<file path="src/rtl/pfr_pkg.sv">
package pfr_pkg;

   // Fixed field widths of the request and response items
   localparam int PID_W = 4;
   localparam int ACT_W = 2;
   localparam int ST_W  = 2;

   // Default number of process ids
   localparam int NUM_PROCS_DEF = 16;

   typedef logic [ACT_W-1:0] action_type;
   typedef logic [ST_W-1:0]  status_type;

   // Action codes
   localparam action_type ACT_ENQ = 2'd0;
   localparam action_type ACT_DEQ = 2'd1;
   localparam action_type ACT_REM = 2'd2;

   // Status codes
   localparam status_type ST_OK       = 2'd0;
   localparam status_type ST_EMPTY    = 2'd1;
   localparam status_type ST_NOTFOUND = 2'd2;
   localparam status_type ST_DUP      = 2'd3;

endpackage

</file>
<file path="src/rtl/pfr_ram.sv">
module pfr_ram
   import pfr_pkg::*;
#(
   parameter int WIDTH = PID_W + 1,
   parameter int DEPTH = NUM_PROCS_DEF
) (
   input  logic                     clock,
   input  logic                     wr_en,
   input  logic [$clog2(DEPTH)-1:0] wr_addr,
   input  logic [WIDTH-1:0]         wr_data,
   input  logic                     rd_en,
   input  logic [$clog2(DEPTH)-1:0] rd_addr,
   output logic [WIDTH-1:0]         rd_data
);

   logic [WIDTH-1:0] mem [DEPTH];
   logic [WIDTH-1:0] rd_data_ff;

   always_ff @(posedge clock) begin
      if (wr_en) begin
         mem[wr_addr] <= wr_data;
      end
      if (rd_en) begin
         rd_data_ff <= mem[rd_addr];
      end
   end

   assign rd_data = rd_data_ff;

endmodule

</file>
<file path="src/rtl/pid_fifo_with_remove.sv">
// FIFO of process ids held as a singly linked list. Each id owns one entry of a
// link memory (next id plus an end-of-list flag); head, tail, an empty flag and
// one queued bit per id live in flip-flops, and reset clears them at once, so
// no clearing pass is needed. Raise start with req_action and req_pid while
// busy is low; the item is taken at that edge. Exactly one result follows per
// item, shown on the rsp_ ports for a single cycle while rsp_valid is high; it
// cannot be held off, so capture it then. Each item takes these steps, set by the
// single read port of the link memory, which the sequencer uses once per cycle:
//   rejected items, unused action code, enqueue into an empty queue: answered
//   from the idle state; enqueue onto a non-empty queue: the link state;
//   dequeue, remove of the head: the head entry is read, then the dequeue state;
//   remove of the entry k links behind the head: the walk state follows the
//   links up to its predecessor, then the unlink state.
// busy falls in the cycle the result is shown, so the next item may be taken
// at the edge that ends it. An enqueue of an id that is already queued is
// rejected with status 3 and leaves the list untouched.
module pid_fifo_with_remove
   import pfr_pkg::*;
#(
   parameter int NUM_PROCS = NUM_PROCS_DEF
) (
   input  logic             clock,
   input  logic             reset,
   input  logic             start,
   output logic             busy,
   input  logic [ACT_W-1:0] req_action,
   input  logic [PID_W-1:0] req_pid,
   output logic             rsp_valid,
   output logic [PID_W-1:0] rsp_result_pid,
   output logic [ST_W-1:0]  rsp_status,
   output logic             rsp_queue_empty
);

   localparam int IdW   = $clog2(NUM_PROCS);
   localparam int LinkW = IdW + 1;

   // Sequencer states
   localparam logic [2:0] S_IDLE   = 3'd0;
   localparam logic [2:0] S_ENQ    = 3'd1;
   localparam logic [2:0] S_DEQ    = 3'd2;
   localparam logic [2:0] S_WALK   = 3'd3;
   localparam logic [2:0] S_UNLINK = 3'd4;

   logic [2:0]           state_ff, state_in;
   logic [IdW-1:0]       op_pid_ff, op_pid_in;
   logic [IdW-1:0]       cur_ff, cur_in;
   logic [IdW-1:0]       head_ff, head_in;
   logic [IdW-1:0]       tail_ff, tail_in;
   logic                 empty_ff, empty_in;
   logic [NUM_PROCS-1:0] queued_ff, queued_in;

   logic                 rsp_valid_ff, rsp_valid_in;
   logic [PID_W-1:0]     rsp_pid_ff, rsp_pid_in;
   status_type           rsp_status_ff, rsp_status_in;
   logic                 rsp_empty_ff, rsp_empty_in;

   logic                 ram_wr_en;
   logic [IdW-1:0]       ram_wr_addr;
   logic [LinkW-1:0]     ram_wr_data;
   logic                 ram_rd_en;
   logic [IdW-1:0]       ram_rd_addr;
   logic [LinkW-1:0]     ram_rd_data;

   logic [IdW-1:0]       req_id;
   logic                 req_ok;
   logic                 rd_end;
   logic [IdW-1:0]       rd_next;

   // Link memory: entry = {end of list, next id}
   pfr_ram #(
      .WIDTH (LinkW),
      .DEPTH (NUM_PROCS)
   ) u_link_ram (
      .clock   (clock),
      .wr_en   (ram_wr_en),
      .wr_addr (ram_wr_addr),
      .wr_data (ram_wr_data),
      .rd_en   (ram_rd_en),
      .rd_addr (ram_rd_addr),
      .rd_data (ram_rd_data)
   );

   assign req_id  = IdW'(req_pid);
   assign req_ok  = int'(req_pid) < NUM_PROCS;
   assign rd_end  = ram_rd_data[IdW];
   assign rd_next = ram_rd_data[IdW-1:0];

   // Only one item is in flight, so a memory entry is never read and written
   // in the same cycle; no forwarding path is required.
   always_comb begin
      state_in      = state_ff;
      op_pid_in     = op_pid_ff;
      cur_in        = cur_ff;
      head_in       = head_ff;
      tail_in       = tail_ff;
      empty_in      = empty_ff;
      queued_in     = queued_ff;
      rsp_valid_in  = 1'b0;
      rsp_pid_in    = '0;
      rsp_status_in = ST_OK;
      ram_wr_en     = 1'b0;
      ram_wr_addr   = '0;
      ram_wr_data   = '0;
      ram_rd_en     = 1'b0;
      ram_rd_addr   = '0;

      case (state_ff)
         S_IDLE: begin
            if (start) begin
               op_pid_in = req_id;
               case (req_action)
                  ACT_ENQ: begin
                     if (!req_ok) begin
                        rsp_valid_in  = 1'b1;
                        rsp_status_in = ST_NOTFOUND;
                     end else if (queued_ff[req_id]) begin
                        rsp_valid_in  = 1'b1;
                        rsp_status_in = ST_DUP;
                     end else begin
                        // write the new entry as the list end
                        ram_wr_en         = 1'b1;
                        ram_wr_addr       = req_id;
                        ram_wr_data       = {1'b1, {IdW{1'b0}}};
                        queued_in[req_id] = 1'b1;
                        if (empty_ff) begin
                           head_in      = req_id;
                           tail_in      = req_id;
                           empty_in     = 1'b0;
                           rsp_valid_in = 1'b1;
                        end else begin
                           state_in = S_ENQ;
                        end
                     end
                  end
                  ACT_DEQ: begin
                     if (empty_ff) begin
                        rsp_valid_in  = 1'b1;
                        rsp_status_in = ST_EMPTY;
                     end else begin
                        ram_rd_en   = 1'b1;
                        ram_rd_addr = head_ff;
                        cur_in      = head_ff;
                        state_in    = S_DEQ;
                     end
                  end
                  ACT_REM: begin
                     if (empty_ff) begin
                        rsp_valid_in  = 1'b1;
                        rsp_status_in = ST_EMPTY;
                     end else if (!req_ok || !queued_ff[req_id]) begin
                        // an id that is not marked queued is not on the list
                        rsp_valid_in  = 1'b1;
                        rsp_status_in = ST_NOTFOUND;
                     end else begin
                        ram_rd_en   = 1'b1;
                        ram_rd_addr = head_ff;
                        cur_in      = head_ff;
                        state_in    = (req_id == head_ff) ? S_DEQ : S_WALK;
                     end
                  end
                  default: begin
                     rsp_valid_in = 1'b1;
                  end
               endcase
            end
         end
         S_ENQ: begin
            // link the old tail to the new entry
            ram_wr_en    = 1'b1;
            ram_wr_addr  = tail_ff;
            ram_wr_data  = {1'b0, op_pid_ff};
            tail_in      = op_pid_ff;
            rsp_valid_in = 1'b1;
            state_in     = S_IDLE;
         end
         S_DEQ: begin
            if (rd_end) begin
               empty_in = 1'b1;
               head_in  = '0;
               tail_in  = '0;
            end else begin
               head_in = rd_next;
            end
            queued_in[cur_ff] = 1'b0;
            rsp_valid_in      = 1'b1;
            rsp_pid_in        = PID_W'(cur_ff);
            state_in          = S_IDLE;
         end
         S_WALK: begin
            // cur_ff holds the entry just read; stop one link ahead of the target
            ram_rd_en = 1'b1;
            if (rd_next == op_pid_ff) begin
               ram_rd_addr = op_pid_ff;
               state_in    = S_UNLINK;
            end else begin
               ram_rd_addr = rd_next;
               cur_in      = rd_next;
            end
         end
         S_UNLINK: begin
            // copy the target's link into its predecessor
            ram_wr_en            = 1'b1;
            ram_wr_addr          = cur_ff;
            ram_wr_data          = ram_rd_data;
            if (op_pid_ff == tail_ff) begin
               tail_in = cur_ff;
            end
            queued_in[op_pid_ff] = 1'b0;
            rsp_valid_in         = 1'b1;
            rsp_pid_in           = PID_W'(op_pid_ff);
            state_in             = S_IDLE;
         end
         default: begin
            state_in = S_IDLE;
         end
      endcase

      rsp_empty_in = empty_in;
   end

   // Control state
   always_ff @(posedge clock) begin
      if (reset) begin
         state_ff     <= S_IDLE;
         head_ff      <= '0;
         tail_ff      <= '0;
         empty_ff     <= 1'b1;
         queued_ff    <= '0;
         rsp_valid_ff <= 1'b0;
      end else begin
         state_ff     <= state_in;
         head_ff      <= head_in;
         tail_ff      <= tail_in;
         empty_ff     <= empty_in;
         queued_ff    <= queued_in;
         rsp_valid_ff <= rsp_valid_in;
      end
   end

   // Item and response payload
   always_ff @(posedge clock) begin
      op_pid_ff     <= op_pid_in;
      cur_ff        <= cur_in;
      rsp_pid_ff    <= rsp_pid_in;
      rsp_status_ff <= rsp_status_in;
      rsp_empty_ff  <= rsp_empty_in;
   end

   assign busy            = (state_ff != S_IDLE);
   assign rsp_valid       = rsp_valid_ff;
   assign rsp_result_pid  = rsp_pid_ff;
   assign rsp_status      = rsp_status_ff;
   assign rsp_queue_empty = rsp_empty_ff;

   // An empty queue has its ends parked at zero and no id marked
   a_empty_clean: assert property (@(posedge clock) disable iff (reset)
      empty_ff |-> (head_ff == '0 && tail_ff == '0 && queued_ff == '0))
      else $error("empty queue with live head, tail or queued bits");

   // Both ends of a non-empty list are queued ids
   a_ends_queued: assert property (@(posedge clock) disable iff (reset)
      !empty_ff |-> (queued_ff[head_ff] && queued_ff[tail_ff]))
      else $error("head or tail not marked queued");

   // The remove target stays queued for the whole walk
   a_walk_target: assert property (@(posedge clock) disable iff (reset)
      (state_ff == S_WALK || state_ff == S_UNLINK) |-> queued_ff[op_pid_ff])
      else $error("remove target lost during walk");

   // A failed item returns id zero
   a_fail_pid: assert property (@(posedge clock) disable iff (reset)
      (rsp_valid_ff && rsp_status_ff != ST_OK) |-> (rsp_pid_ff == '0))
      else $error("non-zero id on failed item");

   // A result is shown only when the sequencer is free again
   a_rsp_idle: assert property (@(posedge clock) disable iff (reset)
      rsp_valid_ff |-> (state_ff == S_IDLE))
      else $error("result strobe while busy");

endmodule
</file>
<file path="config.mk">
export PLATFORM = sky130hd
export DESIGN_NAME = pid_fifo_with_remove
export DESIGN_NICKNAME = d
export VERILOG_FILES = /design/src/rtl/pfr_pkg.sv /design/src/rtl/pfr_ram.sv /design/src/rtl/pid_fifo_with_remove.sv
export SDC_FILE = /design/constraint.sdc
export NUM_CORES = 1
export LEC_CHECK = 0
export ABC_AREA = 1
export BUFFER_PORTS_ARGS = -buffer_cell sky130_fd_sc_hd__buf_2
export CAP_MARGIN = 20
export CORE_MARGIN = 5
export CORE_UTILIZATION = 25
export CTS_BUF_LIST = sky130_fd_sc_hd__clkbuf_8
export CTS_CLUSTER_SIZE = 8
export DETAILED_ROUTE_END_ITERATION = 8
export GPL_ROUTABILITY_DRIVEN = 1
export GPL_TIMING_DRIVEN = 0
export MAX_ROUTING_LAYER = met4
export PLACE_DENSITY = 0.45
export SYNTH_ARGS = -nofsm -noshare
export SYNTH_HDL_FRONTEND = slang
export SYNTH_SLANG_ARGS = --single-unit
</file>
<file path="constraint.sdc">
create_clock -name clock -period 4.6 [get_ports clock]
set_input_delay 0.92 -clock clock [delete_from_list [all_inputs] [get_ports clock]]
set_output_delay 0.92 -clock clock [all_outputs]
set_load 0.005 [all_outputs]
</file>
* Word-level counts from Yosys, hierarchy flattened
Memory sizes are Yosys's and may differ from the RTL's. A register that Yosys moved wholly into a read port is not among the register bits. Index checks and enable logic that the tools add are counted.
Word-level totals: register bits 44, RAM bits 80, input port bits 9, output and inout port bits 9, logic and storage cells 147, memories kept 1
Memories:
- u_link_ram.mem | depth 16, bits a word 5, rd ports 1, clocked after memory_dff 1, wr ports 1, RTL line pfr_ram.sv:16 | logic [WIDTH-1:0] mem [DEPTH];
Cells by class: $lt $le $gt $ge 6, equal/unequal tests 24, muxes and demuxes 82, bitwise operators 5, reductions and logical operators 18
Operators with widths (count):
- $mux 4 | 20
- $mux 16 | 3
- $pmux 16 s3 | 1
- $pmux 4 s2 | 6
- $and 16x16->16 | 2
- $not 16->16 | 2
- $mux 1 | 23
- $mux 3 | 7
- $or 16x16->16 | 1
- $pmux 4 s4 | 1
- $lt 4x5->1 const B | 3
- $mux 5 | 3
- $ne 3x3->1 const B | 5
- $pmux 5 s3 | 1
- $reduce_and 7->1 | 2
- $demux 1 s4 | 3
- $eq 4x4->1 | 3
- $ge 4x1->1 const B | 3
- $ne 2x2->1 const B | 6
- $pmux 4 s3 | 1
- $pmux 1 s2 | 5
- $pmux 3 s3 | 1
- $reduce_and 8->1 | 1
- $eq 3x2->1 const B | 2
- other kinds (23) | 30

* Logic depth before layout (Yosys ltp)
word-level depth 9, depth in mapped cells 18, depth with buffers taken out 17

* Hierarchy
From an unflattened synthesis, not the netlist that was laid out.
Second synthesis, totals: cells, all modules 832, area total of the unflattened synthesis 6809.0 um^2
By module, submodules not included:
- pfr_ram | instances 1, cells each 355, area an instance 3741.1 um^2, seq. area each 2552.4 um^2
- pid_fifo_with_remove | instances 1, cells each 477, area an instance 3067.9 um^2, seq. area each 960.9 um^2

* Worst setup path before layout
No wires, ideal clock.
kind input to register, start point input req_pid[1], end point memory u_link_ram.mem[2][0] (netlist name) (enable), library setup time 0.340 ns, arrival 2.448 ns, data required time 4.260 ns, path slack 1.813 ns, stages 12, path buffers 1, path through buf_2 inv_1 nand2_1 nand2_1 nand2_1 nand2_2 nor2_8 nand3_4 o21ai_2 inv_1 or2_1 nor2_1
On the way: word-level cells in the longest chain between the ends 8, elaborated cells on any way between the ends 12, classes of those cells 12 x mux
Ends and longest elaborated chain:
- from (decl) | RTL line pid_fifo_with_remove.sv:27 | input logic [PID_W-1:0] req_pid,
- $bmux 1 s4 | RTL line pid_fifo_with_remove.sv:116 | end else if (queued_ff[req_id]) begin
- $mux 1 (implied by the code) | RTL line pid_fifo_with_remove.sv:116
- $mux 1 | RTL line pid_fifo_with_remove.sv:116
- $mux 1 | RTL line pid_fifo_with_remove.sv:111 | case (req_action)
- $mux 1 | RTL line pid_fifo_with_remove.sv:109 | if (start) begin
- $pmux 1 s2 | RTL line pid_fifo_with_remove.sv:107 | case (state_ff)
- $mux 1 | RTL line pfr_ram.sv:20 | if (wr_en) begin
- $mux 1 (implied by the code) | RTL line pfr_ram.sv:21 | mem[wr_addr] <= wr_data;
- to (decl) | RTL line pfr_ram.sv:16
Parallel ways exist; a longest one is shown, timed or not. The select of a mux whose other input is x is not followed.

* Worst setup path after layout
start point input req_pid[1], end point memory u_link_ram.mem[9][3] (netlist name) (enable)
Same word-level chain as after synthesis.

==> impl_metrics.xml <==
<?xml version="1.0" encoding="UTF-8"?>
<metrics>
  <group name="synthesis">
    <metric name="avgSynthCellArea" unit="um^2">8.44</metric>
    <metric name="yosys.cell_types.count" unit="">40</metric>
    <metric name="netlist_top_cells_count" unit="">nand2_1, nand3_1, inv_1</metric>
    <metric name="flop_and_latch_count_out_of_synthesis" unit="">129</metric>
    <metric name="yosysTopAreaCell" unit="">edfxtp_1</metric>
    <metric name="synth.net_count" unit="">793</metric>
    <metric name="seq_area_frac_synth" unit="">0.534</metric>
    <metric name="async_reset_ff_frac" unit="">0</metric>
    <metric name="synth_edf_count" unit="">93</metric>
    <metric name="post_synth_inst_count" unit="">779</metric>
    <metric name="yosys_most_used_dff" unit="">edfxtp_1</metric>
    <metric name="yosysTopAreaCellShare" unit="">0.425</metric>
    <metric name="syn_area" unit="um^2">6580</metric>
    <metric name="yosysWarningCount" unit="">0</metric>
    <metric name="yosys.cell_count.top_type" unit="">nand2_1</metric>
    <metric name="synth.area.top_cells" unit="">edfxtp_1, nand2_1, dfxtp_1</metric>
  </group>
  <group name="critical_path">
    <metric name="worstPathCellList" unit="">buf_2, buf_2, inv_1, nand2_1, nand2_1, nand2_1, nand2_2, nor2_8, nand3_4, o21ai_0, nand2_1, nor2_1</metric>
    <metric name="critical-path-slowest-cell" unit="">nor2_1</metric>
    <metric name="critical_path.max_stage_delay" unit="ns">0.48</metric>
    <metric name="timing.setup.critical_path_class" unit="">input pin to flop</metric>
    <metric name="critPathTopFamily" unit="">simple AND/OR/NAND/NOR gates</metric>
    <metric name="cp_max_fo" unit="">10</metric>
    <metric name="worstSetupEndpointType" unit="">flop</metric>
    <metric name="critical_path.most_common_cell" unit="">nand2_1</metric>
    <metric name="arrival" unit="ns">3.46</metric>
    <metric name="crit_buf_inv" unit="">3</metric>
    <metric name="cp_data_required_time" unit="ns">4.70</metric>
    <metric name="cp-start-kind" unit="">input pin</metric>
  </group>
  <group name="clocking">
    <metric name="cts_buffer_depth" unit="">2</metric>
    <metric name="clock_latency_at_the_later_pin_of_the_worst_skew_pair" unit="ns">0.46</metric>
    <metric name="clock_sink_count" unit="">129</metric>
    <metric name="post_cts_resized" unit="">0</metric>
    <metric name="number_of_h_tree_levels" unit="">4</metric>
    <metric name="cts-hold-fix-buffers" unit="">0</metric>
    <metric name="cts.root.buffer_cell" unit="">clkbuf_8</metric>
    <metric name="numCtsBuffers" unit="">17</metric>
    <metric name="post-cts-setup-buffer-count" unit="">0</metric>
    <metric name="cts_tree" unit="">yes</metric>
    <metric name="clkTransAtPathRegs" unit="ns">0.09</metric>
  </group>
  <group name="status">
    <metric name="run_status" unit="">complete, no violations</metric>
  </group>
  <group name="timing">
    <metric name="max_freq" unit="MHz">298</metric>
    <metric name="final_cycle_share" unit="">0.731</metric>
    <metric name="setup-tns-final" unit="ns">0</metric>
    <metric name="slew_headroom" unit="">0.403</metric>
    <metric name="finalSetupViolations" unit="">0</metric>
    <metric name="max_slew.worst_pin.slew" unit="ns">0.896</metric>
    <metric name="clock-skew-final" unit="ns">0.0164</metric>
    <metric name="grt_setup_unrepaired" unit="">no</metric>
    <metric name="hold_viol" unit="">0</metric>
    <metric name="post-route-min-period" unit="ns">3.36</metric>
    <metric name="drv_slew" unit="">0</metric>
  </group>
  <group name="power_and_ir_drop">
    <metric name="p_int" unit="W">0.00229</metric>
    <metric name="share_comb_of_total_power" unit="">0.324</metric>
    <metric name="power.share.clock" unit="">0.262</metric>
    <metric name="power_per_cell_area" unit="nW/um^2">516</metric>
    <metric name="peakVddDrop" unit="mV">0.184</metric>
    <metric name="seq_power_share" unit="">0.414</metric>
    <metric name="switching_share" unit="">0.411</metric>
    <metric name="p_leak" unit="nW">3.07</metric>
    <metric name="power.switching" unit="W">0.00160</metric>
  </group>
  <group name="drt">
    <metric name="antenna_left" unit="">0</metric>
    <metric name="drtIter0Drc" unit="">421</metric>
    <metric name="via_count" unit="">5362</metric>
    <metric name="totalWireLength" unit="mm">19.4</metric>
    <metric name="route.detailed.wl_per_inst" unit="um">16.7</metric>
    <metric name="drcViolationCount" unit="">0</metric>
    <metric name="detailedRoute.firstPassIterationCount" unit="">5</metric>
    <metric name="per_cell_via_count_in_the_routed_design" unit="">4.61</metric>
  </group>
  <group name="die">
    <metric name="die_height" unit="um">172</metric>
    <metric name="die_area" unit="um^2">29600</metric>
    <metric name="initial_utilization" unit="">0.253</metric>
    <metric name="placement_rows" unit="">59</metric>
    <metric name="floorplan.die.width" unit="um">172</metric>
    <metric name="count_of_pins_on_the_block_boundary" unit="">18</metric>
    <metric name="area_of_the_core" unit="um^2">26000</metric>
  </group>
  <group name="finish">
    <metric name="finalCoreUtilization" unit="">0.290</metric>
    <metric name="final_layout_size_suffix_gt1_frac" unit="">0.111</metric>
    <metric name="layoutNonFillerInstCount" unit="">1163</metric>
    <metric name="fin_area" unit="um^2">7530</metric>
    <metric name="areaGrowthSynthToFinish" unit="%">14.5</metric>
    <metric name="antenna-diode-count" unit="">0</metric>
    <metric name="design.final.nets" unit="">829</metric>
  </group>
  <group name="global_routing">
    <metric name="first_global_vias" unit="">5429</metric>
    <metric name="global_route_wire_length_before_repair" unit="mm">31.0</metric>
    <metric name="grt_start_max_net_pins" unit="">18</metric>
    <metric name="overflow" unit="">0</metric>
    <metric name="global_route.usage.total" unit="">0.141</metric>
    <metric name="grt_antenna_before_repair" unit="">0</metric>
  </group>
  <group name="placement">
    <metric name="gp_congestion" unit="">0.873</metric>
    <metric name="dpl.cell_count" unit="">1131</metric>
    <metric name="detailed_place_hpwl" unit="mm">13.6</metric>
    <metric name="place_area" unit="um^2">7110</metric>
    <metric name="place.port_buffers" unit="">16</metric>
  </group>
  <group name="flow_run">
    <metric name="max_cap_violations" unit="">0</metric>
  </group>
  <group name="hold_path">
    <metric name="worst_hold_path_type" unit="">flop to flop</metric>
  </group>
</metrics>
final cells by class:
cell class	instances	area, um^2
inverter	104	390
sequential	129	3510
timing repair buffer	17	87.6
buffer	30	169
clock buffer	17	234
tap	335	419
fill	2826	18500
clock inverter	15	188
multi-input combinational	516	2530
worst paths after layout:
| check | startpoint | cells after the start | endpoint | slack, ns |
|---|---|---|---|---|
| setup / recovery | req_pid[1] | 12 | u_link_ram.mem[9][3] | 1.24 |
| hold / removal | queued_ff[8] | 2 | queued_ff[8] | 0.49 |
| setup reg to reg | state_ff[0] | 9 | u_link_ram.mem[9][3] | 1.71 |
| hold reg to reg | queued_ff[8] | 2 | queued_ff[8] | 0.49 |
tightest hold or removal path: stages (launching register included):
cell and delay [ns]:
dfxtp_1 0.32, o21ai_0 0.06, a21oi_1 0.06
logic make-up after synthesis:
kind of cell | after synthesis | share of synthesized area
AND/OR/NAND/NOR | 385 | 0.256
XOR/XNOR | 11 | 0.0146
adder cells (fa/ha/maj) | 5 | 0.00951
buffers and inverters | 134 | 0.0850
AO/OA/AOI/OAI | 115 | 0.100
flip-flops | 129 | 0.534
metal layers:
layer,up-vias,routed length [um],global-route usage
met5,-,0,-
met4,0,186,0.0362
met3,11,774,0.0249
met2,104,9010,0.221
met1,2572,9420,0.192
li1,2675,-,-
power by group through the flow:
stage               combinational (W)  sequential (W)  clock (W)
finish                        0.00126         0.00161    0.00102
global route                  0.00142         0.00163    0.00110
CTS                           0.00126         0.00161    0.00105
detailed placement            0.00126         0.00163          0
global placement              0.00124         0.00164          0
floorplan                    0.000859         0.00160          0
registers in the layout (all words and copies together), names as in the netlist:
name                cells
rsp_status              2
empty_ff                1
tail_ff                 4
cur_ff                  4
rsp_queue_empty         1
u_link_ram.rd_data      5
rsp_result_pid          4
head_ff                 4
state_ff                3
rsp_valid               1
op_pid_ff               4
queued_ff              16
u_link_ram.mem         80
stage by stage:
step	hold slack, ns	power (W)	setup WS, ns
2_1_floorplan	0.454	0.00246	1.81
3_3_place_gp	0.472	0.00288	0.759
3_5_place_dp	0.481	0.00289	0.819
4_1_cts	0.492	0.00392	1.30
5_1_grt	0.517	0.00415	1.07
6_report	0.486	0.00389	1.24
cell usage in the layout, fill, tap and decap left out, types with 9 or more instances in the layout:
cell type / count
clkbuf_8: 17
o21ai_0: 36
nor2_1: 59
nor3_1: 14
nand2_1: 198
inv_1: 95
o21ai_1: 10
clkbuf_1: 10
buf_2: 24
dfxtp_1: 36
edfxtp_1: 93
nand3_1: 97
a21oi_1: 29
o22ai_1: 11
a22oi_1: 9
(Power assumes the default switching activity.)
